==> src/hdl/swad_pkg.sv <==
`default_nettype none

package swad_pkg;

  localparam int unsigned CountWidth = 16;
  localparam int unsigned LevelWidth = 10;
  localparam int unsigned WheelWidth = 11;
  localparam int unsigned CfgDataWidth = 16;

  localparam logic [CountWidth-1:0] LongTicksReset = CountWidth'(100);
  localparam logic [LevelWidth-1:0] PressLevelReset = LevelWidth'(650);
  localparam logic [LevelWidth-1:0] FullLevelReset = LevelWidth'(660);

  typedef enum logic [2:0] {
    ActKeep         = 3'd0,
    ActDownToMiddle = 3'd1,
    ActMiddleToUp   = 3'd2,
    ActUpToMiddle   = 3'd3,
    ActMiddleToDown = 3'd4
  } action_e;

  typedef enum logic [1:0] {
    CfgLongPressTicks = 2'd0,
    CfgPressLevel     = 2'd1,
    CfgFullLevel      = 2'd2
  } cfg_index_e;

  typedef struct packed {
    logic up_short;
    logic up_long;
    logic up_toggle;
    logic down_short;
    logic down_long;
    logic down_toggle;
  } gesture_t;

endpackage

`default_nettype wire

==> src/hdl/swad_switch.sv <==
`default_nettype none

module swad_switch import swad_pkg::*; (
  input  wire logic    clk_i,
  input  wire logic    rst_ni,
  input  wire logic    advance_i,
  input  wire logic [1:0] pos_i,
  output action_e      action_o
);

  logic [1:0] prev_q;
  action_e    held_q;
  logic signed [2:0] diff;

  assign diff = $signed({1'b0, pos_i}) - $signed({1'b0, prev_q});

  always_comb begin
    unique case (diff)
      3'sd0:   action_o = ActKeep;
      3'sd1:   action_o = ActDownToMiddle;
      -3'sd2:  action_o = ActMiddleToUp;
      3'sd2:   action_o = ActUpToMiddle;
      -3'sd1:  action_o = ActMiddleToDown;
      default: action_o = held_q;
    endcase
  end

  always_ff @(posedge clk_i or negedge rst_ni) begin
    if (!rst_ni) begin
      prev_q <= 2'd0;
      held_q <= ActKeep;
    end else if (advance_i) begin
      prev_q <= pos_i;
      held_q <= action_o;
    end
  end

endmodule

`default_nettype wire

==> src/hdl/swad_wheel.sv <==
`default_nettype none

module swad_wheel import swad_pkg::*; (
  input  wire logic                         clk_i,
  input  wire logic                         rst_ni,
  input  wire logic                         advance_i,
  input  wire logic signed [WheelWidth-1:0] wheel_i,
  input  wire logic [CountWidth-1:0]        long_ticks_i,
  input  wire logic [LevelWidth-1:0]        press_level_i,
  input  wire logic [LevelWidth-1:0]        full_level_i,
  output gesture_t                          gesture_o
);

  logic up_pend_q, up_pend_d, dn_pend_q, dn_pend_d;
  logic up_tog_q, up_tog_d, dn_tog_q, dn_tog_d;
  logic up_long_q, up_long_d, dn_long_q, dn_long_d;
  logic up_prev_q, dn_prev_q;
  logic [CountWidth-1:0] up_cnt_q, up_cnt_d, dn_cnt_q, dn_cnt_d;

  logic signed [WheelWidth:0] w, pl, fl;
  logic is_zero, up_press, dn_press, up_arm, dn_arm;
  logic up_short, dn_short, dn_hit, up_hit;

  assign w  = WheelWidth'(wheel_i) == '0 ? '0 : {wheel_i[WheelWidth-1], wheel_i};
  assign pl = $signed({2'b00, press_level_i});
  assign fl = $signed({2'b00, full_level_i});

  assign is_zero  = (wheel_i == '0);
  assign up_arm   = (w == fl);
  assign dn_arm   = !up_arm && (w == -fl);
  assign up_press = (w >= pl);
  assign dn_press = (w <= -pl);

  always_comb begin
    up_pend_d = up_pend_q | up_arm;
    dn_pend_d = dn_pend_q | dn_arm;
    up_tog_d  = up_tog_q;
    dn_tog_d  = dn_tog_q;
    up_long_d = up_long_q;
    dn_long_d = dn_long_q;

    if (is_zero) begin
      dn_tog_d  = dn_tog_q ^ dn_pend_d;
      up_tog_d  = up_tog_q ^ up_pend_d;
      dn_pend_d = 1'b0;
      up_pend_d = 1'b0;
    end

    up_cnt_d = up_press ? up_cnt_q + CountWidth'(1) : '0;
    dn_cnt_d = dn_press ? dn_cnt_q + CountWidth'(1) : '0;
    up_short = up_press && !up_prev_q;
    dn_short = dn_press && !dn_prev_q;

    dn_hit = (dn_cnt_d >= long_ticks_i);
    up_hit = !dn_hit && (up_cnt_d >= long_ticks_i);

    if (dn_hit) begin
      dn_cnt_d  = long_ticks_i;
      dn_long_d = 1'b1;
      dn_pend_d = 1'b0;
      dn_tog_d  = 1'b0;
      dn_short  = 1'b0;
    end
    if (up_hit) begin
      up_cnt_d  = long_ticks_i;
      up_long_d = 1'b1;
      up_pend_d = 1'b0;
      up_tog_d  = 1'b0;
      up_short  = 1'b0;
    end

    if (is_zero) begin
      dn_cnt_d  = '0;
      up_cnt_d  = '0;
      dn_long_d = 1'b0;
      up_long_d = 1'b0;
    end
  end

  assign gesture_o = '{
    up_short:    up_short,
    up_long:     up_long_d,
    up_toggle:   up_tog_d,
    down_short:  dn_short,
    down_long:   dn_long_d,
    down_toggle: dn_tog_d
  };

  always_ff @(posedge clk_i or negedge rst_ni) begin
    if (!rst_ni) begin
      up_pend_q <= 1'b0;
      dn_pend_q <= 1'b0;
      up_tog_q  <= 1'b0;
      dn_tog_q  <= 1'b0;
      up_long_q <= 1'b0;
      dn_long_q <= 1'b0;
      up_prev_q <= 1'b0;
      dn_prev_q <= 1'b0;
      up_cnt_q  <= '0;
      dn_cnt_q  <= '0;
    end else if (advance_i) begin
      up_pend_q <= up_pend_d;
      dn_pend_q <= dn_pend_d;
      up_tog_q  <= up_tog_d;
      dn_tog_q  <= dn_tog_d;
      up_long_q <= up_long_d;
      dn_long_q <= dn_long_d;
      up_prev_q <= up_press;
      dn_prev_q <= dn_press;
      up_cnt_q  <= up_cnt_d;
      dn_cnt_q  <= dn_cnt_d;
    end
  end

endmodule

`default_nettype wire

==> src/hdl/switch_wheel_action_detector.sv <==
// channel   | dir | handshake               | payload
// s_axis    | in  | s_axis_tvalid/tready    | tdata 16b: left_switch, right_switch, wheel
// m_axis    | out | m_axis_tvalid/tready    | tdata 16b: actions and wheel flags
// cfg       | in  | cfg_valid_i/cfg_ready_o | cfg_index_i, cfg_data_i
//
// one item per cycle sustained while m_axis is ready; items pass through the input register, then the result register
// the per-item state update runs when an item moves from the input register to the
// result register, in the same cycle
// a stall on m_axis backs up through both registers, one bubble-free stage each
// reset clears all gesture and switch state and loads the register defaults
// cfg is always ready and takes effect on the next cycle

`default_nettype none

module switch_wheel_action_detector import swad_pkg::*; (
  input  wire logic        clk_i,
  input  wire logic        rst_ni,
  input  wire logic        s_axis_tvalid,
  output logic             s_axis_tready,
  // [1:0] left_switch, [3:2] right_switch, [14:4] wheel, [15] zero
  input  wire logic [15:0] s_axis_tdata,
  output logic             m_axis_tvalid,
  input  wire logic        m_axis_tready,
  // [2:0] left_action, [5:3] right_action, [6] up_short, [7] up_long,
  // [8] up_toggle, [9] down_short, [10] down_long, [11] down_toggle, [15:12] zero
  output logic [15:0]      m_axis_tdata,
  input  wire logic        cfg_valid_i,
  output logic             cfg_ready_o,
  input  wire logic [1:0]  cfg_index_i,
  input  wire logic [CfgDataWidth-1:0] cfg_data_i
);

  logic [CountWidth-1:0] long_ticks_q;
  logic [LevelWidth-1:0] press_level_q, full_level_q;

  logic        in_valid_q, out_valid_q;
  logic [1:0]  left_q, right_q;
  logic signed [WheelWidth-1:0] wheel_q;
  logic [15:0] out_data_q;

  logic     out_ready, advance;
  action_e  left_act, right_act;
  gesture_t gesture;

  assign cfg_ready_o = 1'b1;

  always_ff @(posedge clk_i or negedge rst_ni) begin
    if (!rst_ni) begin
      long_ticks_q  <= LongTicksReset;
      press_level_q <= PressLevelReset;
      full_level_q  <= FullLevelReset;
    end else if (cfg_valid_i) begin
      unique case (cfg_index_i)
        CfgLongPressTicks: long_ticks_q  <= CountWidth'(cfg_data_i);
        CfgPressLevel:     press_level_q <= cfg_data_i[LevelWidth-1:0];
        CfgFullLevel:      full_level_q  <= cfg_data_i[LevelWidth-1:0];
        default: ;
      endcase
    end
  end

  assign out_ready     = !out_valid_q || m_axis_tready;
  assign advance       = in_valid_q && out_ready;
  assign s_axis_tready = !in_valid_q || out_ready;

  always_ff @(posedge clk_i or negedge rst_ni) begin
    if (!rst_ni) begin
      in_valid_q  <= 1'b0;
      out_valid_q <= 1'b0;
    end else begin
      if (s_axis_tready) in_valid_q <= s_axis_tvalid;
      if (out_ready) out_valid_q <= in_valid_q;
    end
  end

  always_ff @(posedge clk_i) begin
    if (s_axis_tready && s_axis_tvalid) begin
      left_q  <= s_axis_tdata[1:0];
      right_q <= s_axis_tdata[3:2];
      wheel_q <= s_axis_tdata[14:4];
    end
    if (advance) begin
      out_data_q <= {4'b0000, gesture.down_toggle, gesture.down_long, gesture.down_short,
                     gesture.up_toggle, gesture.up_long, gesture.up_short,
                     right_act, left_act};
    end
  end

  swad_switch u_left (
    .clk_i     (clk_i),
    .rst_ni    (rst_ni),
    .advance_i (advance),
    .pos_i     (left_q),
    .action_o  (left_act)
  );

  swad_switch u_right (
    .clk_i     (clk_i),
    .rst_ni    (rst_ni),
    .advance_i (advance),
    .pos_i     (right_q),
    .action_o  (right_act)
  );

  swad_wheel u_wheel (
    .clk_i         (clk_i),
    .rst_ni        (rst_ni),
    .advance_i     (advance),
    .wheel_i       (wheel_q),
    .long_ticks_i  (long_ticks_q),
    .press_level_i (press_level_q),
    .full_level_i  (full_level_q),
    .gesture_o     (gesture)
  );

  assign m_axis_tvalid = out_valid_q;
  assign m_axis_tdata  = out_data_q;

endmodule

`default_nettype wire
==> config.mk <==
export PLATFORM = sky130hd
export DESIGN_NAME = switch_wheel_action_detector
export DESIGN_NICKNAME = d
export VERILOG_FILES = /design/src/hdl/swad_pkg.sv /design/src/hdl/swad_switch.sv /design/src/hdl/swad_wheel.sv /design/src/hdl/switch_wheel_action_detector.sv
export SDC_FILE = /design/constraint.sdc
export NUM_CORES = 1
export LEC_CHECK = 0
export ABC_AREA = 1
export ABC_CLOCK_PERIOD_IN_PS = 8500
export BUFFER_PORTS_ARGS = -buffer_cell sky130_fd_sc_hd__buf_2
export CORE_UTILIZATION = 35
export CTS_CLUSTER_SIZE = 8
export DETAILED_ROUTE_END_ITERATION = 12
export REMOVE_ABC_BUFFERS = 1
export SLEW_MARGIN = 0
export SYNTH_ARGS = -nofsm -noshare
export SYNTH_HDL_FRONTEND = slang
export SYNTH_SLANG_ARGS = --single-unit
==> constraint.sdc <==
create_clock -name clk_i -period 8.5 [get_ports clk_i]
set_input_delay 0.425 -clock clk_i [delete_from_list [all_inputs] [get_ports clk_i]]
set_output_delay 0.425 -clock clk_i [all_outputs]
set_load 0.02 [all_outputs]
# Yosys cells after proc, flatten, opt, wreduce, memory -nomap -nowiden

Index checks and enable logic that the tools add are counted.

Output and inout bits: 19
Word-level logic and storage cells: 93
Bits of input ports: 39
Bits in registers: 115

Reduce and logical (&&, ||, !) cells: 21
Multiplexer cells: 21
Equal/unequal tests: 12
Order comparisons: 4
Bitwise operators: 4
$add $sub $neg: 6

Operators by type and width:

| operator                | count |
|---|---|
| $mux W16                | 6 |
| $add A16 B1 Y16 const B | 2 |
| $ge A16 B16 Y1          | 2 |
| $pmux W3 S5             | 2 |
| $neg A10 Y12            | 2 |
| $eq A12 B11 Y1          | 1 |
| $eq A12 B12 Y1          | 1 |
| $eq A3 B3 Y1 const B    | 4 |
| $ge A12 B11 Y1          | 1 |
| $le A12 B12 Y1          | 1 |
| $mux W1                 | 12 |
| $mux W12                | 1 |
| $logic_not A11 Y1       | 1 |
| $eq A3 B1 Y1 const B    | 2 |
| $eq A3 B2 Y1 const B    | 2 |
| $logic_and A1 B1 Y1     | 6 |
| $logic_not A1 Y1        | 6 |
| $logic_not A3 Y1        | 2 |
| $reduce_and A2 Y1       | 3 |
| $sub A2 B2 Y3           | 2 |
| $eq A2 B1 Y1 const B    | 1 |
| $eq A2 B2 Y1 const B    | 1 |
| $logic_not A2 Y1        | 1 |
| $logic_or A1 B1 Y1      | 2 |
| 2 further kinds         | 4 |

# Depth between registers and ports, before layout

Depth in word-level cells: 9
Depth in mapped cells: 31
Mapped depth without buffers: 29

# Cells and area by module

Synthesis repeated with hierarchy kept, for this count alone.

Cell total of the unflattened synthesis: 1,026
Area, all modules: 7,788.7 µm²

Modules (own cells, without submodules):

| module                       | area each (µm²) | cells each | sequential area each (µm²) | times used |
|---|---|---|---|---|
| swad_wheel                   | 4,743.3         | 741        | 1,001.0                    | 1 |
| switch_wheel_action_detector | 2,434.8         | 205        | 1,775.5                    | 1 |
| swad_switch                  | 305.3           | 40         | 125.1                      | 2 |

# Least setup slack after synthesis

OpenSTA, ideal clock, no wires.

Path kind: reg-to-reg
From: register press_level_q[2]
To: register out_data_q[10] (netlist: m_axis_tdata[10]) (data pin)
Cell stages (with the launch flop): 28
Arrival time: 3.837 ns
Required time: 8.250 ns
Path buffers: 1
Library setup time: 0.250 ns
Setup slack: 4.414 ns
Clock period less this slack: 4.086 ns
Cell sequence: dfrtp_1 > nor2_2 > nand4_1 > nor2_1 > nand3_1 > xor2_1 > ha_1 > nand2_1 > nor2_1 > nand3_1 > nor2_2 > nand4_1 > nand4_1 > nand3_4 > buf_12 > nand2_4 > inv_1 > ha_1 > a21oi_1 > o21ai_0 > nand2_1 > o211ai_1 > nand2_1 > and3_2 > clkinv_1 > or2_2 > nand2_1 > inv_1

Word-level cells in the longest chain between the ends: 6

Ends and longest elaborated chain:

| element                  | RTL line                           | source |
|---|---|---|
| start: declaration       | switch_wheel_action_detector.sv:34 | `logic [LevelWidth-1:0] press_level_q, full_level_q;` |
| start signal: assignment | switch_wheel_action_detector.sv:50 | `press_level_q <= PressLevelReset;` |
| start signal: assignment | switch_wheel_action_detector.sv:55 | `CfgPressLevel: press_level_q <= cfg_data_i[LevelWidth-1:0];` |
| $neg A10 Y12             | swad_wheel.sv:32                   | `assign dn_press = (w <= -pl);` |
| $le A12 B12 Y1           | swad_wheel.sv:32                   |  |
| $mux W16                 | swad_wheel.sv:50                   | `dn_cnt_d = dn_press ? dn_cnt_q + CountWidth'(1) : '0;` |
| $ge A16 B16 Y1           | swad_wheel.sv:54                   | `dn_hit = (dn_cnt_d >= long_ticks_i);` |
| $mux W1                  | swad_wheel.sv:57                   | `if (dn_hit) begin` |
| $mux W1                  | swad_wheel.sv:72                   | `if (is_zero) begin` |
| net u_wheel.dn_long_d    | swad_wheel.sv:16                   | `logic up_long_q, up_long_d, dn_long_q, dn_long_d;` |
| end signal: assignment   | switch_wheel_action_detector.sv:83 | `out_data_q <= {4'b0000, gesture.down_toggle, gesture.down_long, gesture.down_short,` |
| end: declaration         | switch_wheel_action_detector.sv:39 | `logic [15:0] out_data_q;` |

The timed path passes the listed nets, and every way through them passes these cells.
A chain may end at the register's enable or synchronous reset.

# Worst setup path in the final report

From: register press_level_q[2]
To: register out_data_q[7] (netlist: m_axis_tdata[7]) (data pin)

Word-level cells in the longest chain between the ends: 8
Elaborated cells between the ends (all ways): 11
Those cells by class: 1 x add/sub; 4 x order compare; 4 x mux; 2 x reduce/logical

Ends and longest elaborated chain:

| element               | RTL line         | source |
|---|---|---|
| $neg A10 Y12          | swad_wheel.sv:32 |  |
| $le A12 B12 Y1        | swad_wheel.sv:32 |  |
| $mux W16              | swad_wheel.sv:50 |  |
| $ge A16 B16 Y1        | swad_wheel.sv:54 |  |
| $logic_not A1 Y1      | swad_wheel.sv:55 | `up_hit = !dn_hit && (up_cnt_d >= long_ticks_i);` |
| $logic_and A1 B1 Y1 * | swad_wheel.sv:55 |  |
| $mux W1 *             | swad_wheel.sv:64 | `if (up_hit) begin` |
| $mux W1 *             | swad_wheel.sv:72 |  |
| net u_wheel.up_long_d | swad_wheel.sv:16 |  |

The timed path passes the listed nets; every way through them passes the cells marked *.

==> results.py <==
metrics = {
    "timing": {
        "fin_crit_ns": 5.92,
        "setup_viol": 0,
        "tns_ns": 0,
        "hold_violations": 0,
        "setup_ws_ns": 2.58,
        "fmaxAchievable_mhz": 169,
        "slew_violations": 0,
        "max-slew-margin-rel": 0.377,
        "tightest_slew_ns": 0.933,
        "finClkSkew_ns": 0.00927,
        "post-route-period-util": 0.696,
        "rsz0062_at_grt": "false",
    },
    "critical_path": {
        "critPathLaunchType": "flip-flop",
        "crit_required_ns": 8.68,
        "end_kind": "flip-flop",
        "arrival_ns": 6.09,
        "path_class": "flip-flop to flip-flop",
        "cp_max_fo": 23,
    },
    "synthesis": {
        "synth_mux_area_frac": 0,
        "synth_top_family_by_area": "simple AND/OR/NAND/NOR gates",
        "synthAdderAreaFrac": 0.0942,
        "synth-seq-cells": 115,
        "synth_xor_area_frac": 0.0369,
        "synth.distinct_cells": 46,
        "synth_cells": 989,
        "syn_area_per_cell_um2": 7.68,
        "synth_compound_area_frac": 0.0913,
        "netlist_area_um2": 7590,
        "seq_area_frac_synth": 0.399,
        "synth-async-reset-ratio": 0.765,
        "dominantRegCellSynth": "dfrtp_1",
        "yosys_warnings": 0,
        "synth-simple-area-share": 0.272,
        "synth-edff-count": 27,
    },
    "placement": {
        "hpwlAfterDp_mm": 12.2,
        "dp_slack_ns": 2.56,
        "dp.cells": 1286,
        "io_buffer_count": 51,
        "place_congestion": 0.822,
    },
    "pwr": {
        "p_per_area_nw_per_um2": 229,
        "peakVddDrop_mv": 0.133,
        "power_leakage_uw": 0.00472,
    },
    "cts": {
        "cts_buffers": 17,
        "clkSinkCount": 115,
        "cts_max_level": 4,
        "cts.clk_slew.worst_paths_ns": 0.06,
        "clock_latency_ns": 0.42,
        "cts_root_buf": "clkbuf_16",
        "cts_tree": "yes",
        "cts_setup_buffers": 0,
        "clock_path_buffers": 2,
    },
    "floorplanning": {
        "dieArea_um2": 22300,
        "rows": 53,
        "initial_utilization": 0.359,
        "ios": 58,
        "die_x_um": 149,
        "die_h_um": 149,
        "core_area_um2": 21200,
    },
    "detailed_routing": {
        "firstDrtPassIters": 5,
        "drt_iter0_markers": 325,
        "wire_per_inst_um": 12.8,
        "drc_errors": 0,
        "wirelength_mm": 16.9,
        "via_per_inst": 4.71,
        "vias": 6217,
        "ant_nets": 0,
    },
    "cells_and_area": {
        "fill_cells": 2157,
        "nets": 1126,
        "instances_no_fill": 1319,
        "drive_gt1_frac": 0.130,
        "area_delta_synth_final_pct": 14.4,
        "antenna-diode-count": 0,
    },
    "run": {
        "maxCapViolations": 0,
    },
    "hold_path": {
        "min-delay-path-class": "input port to flip-flop",
    },
    "global_route": {
        "grt_max_degree": 67,
        "grt.overflow.total": 0,
        "antenna_found_initial": 0,
        "grt_use_total": 0.169,
        "grt_pass1_wl_mm": 29.3,
        "grt_pass1_vias": 6057,
    },
    "outcome": {
        "status": "finished, final reports clean",
    },
}
[routing by layer]
metal	track usage	vias up	share of wire	routed length (um)
li1	-	3239	-	-
met2	0.281	112	0.46	7750
met5	0	-	0	0
met4	0.0602	0	0.022	364
met3	0.0364	31	0.040	676
met1	0.216	2835	0.48	8060
[placed cells by master (no fill, tap or decap), drive strengths merged, types with 5 or more instances in the layout]
master	synthesis	final
nand2	273	273
nor2	72	72
o21ai	73	73
nor3	12	12
clkbuf	21	17
bufinv	0	5
conb	2	5
or2	10	10
clkinv	1	5
nand3	68	68
dfrtp	77	77
ha	54	54
xor2	29	29
nand4	14	14
a21oi	39	39
o211ai	8	8
inv	156	160
dfstp	11	11
buf	15	55
edfxtp	27	27
[through the flow]
step                      cell area, um^2   util  hold WS (ns)  total power [uW]
after floorplan                      7390      -         0.129              1060
after global routing                 8690  0.411         0.156              2120
final                                8690  0.411         0.174              1990
after global placement               8020  0.379         0.343              1190
after detailed placement             8020  0.379         0.343              1190
after CTS                            8690  0.411         0.158              2010
[synth_stat cells, types with 2 or more instances]
cell,number,area (um^2)
o21ai_0,73,365
o211ai_1,8,60.1
nor3_1,11,55.1
nor2_1,65,244
buf_4,6,45.0
nand2_4,8,90.1
a31oi_1,4,25.0
fa_1,2,40.0
nand2_2,8,50.1
or2_2,9,56.3
buf_2,3,15.0
dfstp_2,11,289
nand3b_1,4,30.0
ha_1,54,676
xor2_1,29,254
nand2_1,257,965
dfrtp_1,77,1930
nor4_1,4,25.0
nor2_4,2,22.5
buf_1,4,15.0
a21oi_1,39,195
conb_1,2,7.51
clkbuf_1,18,67.6
nor2_2,5,31.3
nand4_1,13,81.3
xnor2_1,3,26.3
nand3_1,67,335
o21bai_1,2,15.0
edfxtp_1,27,811
clkbuf_8,3,41.3
inv_1,156,586
[report_power, final]
part	internal (uW)	switching, uW	total [uW]
Sequential	662	59.8	722
Clock	523	278	801
Combinational	161	301	462
[what timing repair did]
action,in CTS,in global routing
endpoints found under the hold margin,22,0
resized for setup,0,0
hold buffers,1,0
[critical path, cell delays in order (launching register included)]
cell and delay, ns:
dfrtp_1 0.46, nor2_2 0.18, nand4_1 0.17, nor2_1 0.20, nand3_1 0.14, xor2_1 0.17, ha_1 0.29, nand2_1 0.06
nor2_1 0.19, nand3_1 0.12, nor2_2 0.12, nand4_1 0.14, nand4_1 0.16, nand3_4 0.34, nand2_1 0.19, inv_1 0.06
ha_1 0.28, nand2_1 0.06, inv_1 0.05, nand3_1 0.09, nor3_1 0.22, nand3_1 0.10, and3_2 0.38, nand2_1 0.64
inv_1 0.49, nor2_1 0.25, nor2_1 0.07
[flip-flops by register name (all words and copies together), names as in the netlist, 3 cells and up]
| name | flops |
|---|---|
| full_level_q | 10 |
| long_ticks_q | 16 |
| m_axis_tdata | 12 |
| press_level_q | 10 |
| u_left.held_q | 3 |
| u_right.held_q | 3 |
| u_wheel.dn_cnt_q | 16 |
| u_wheel.up_cnt_q | 16 |
| wheel_q | 11 |
[logic make-up (layout without fill, tap and decap cells)]
family                   count (synthesis)  count (layout)
AO/OA/AOI/OAI                          130             130
XOR/XNOR                                32              32
adder cells (fa/ha/maj)                 56              56
buffers and inverters                  193             245
flip-flops                             115             115
other                                    2               5
AND/OR/NAND/NOR                        461             461
[layout make-up]
class                           instances  area (um^2)  area share
Clock buffer                           17          425      0.0490
Clock inverter                         15          228      0.0262
Inverter                              157          589      0.0678
Multi-Input combinational cell        684         3780       0.435
Sequential cell                       115         3030       0.348
Tap cell                              275          344      0.0396
Timing Repair Buffer                   56          298      0.0343
[worst paths after layout]
check,from,cells after the start,slack [ns],endpoint
max in group asynchronous,rst_ni,3,6.89,u_wheel.dn_cnt_q[6]
min,s_axis_tdata[7],1,0.17,wheel_q[3]
min in group asynchronous,rst_ni,2,0.43,u_right.held_q[1]
min reg2reg,long_ticks_q[4],2,0.48,long_ticks_q[4]
max,press_level_q[2],26,2.58,m_axis_tdata[7]
max reg2reg,press_level_q[2],26,2.58,m_axis_tdata[7]
(Power assumes the default switching activity.)
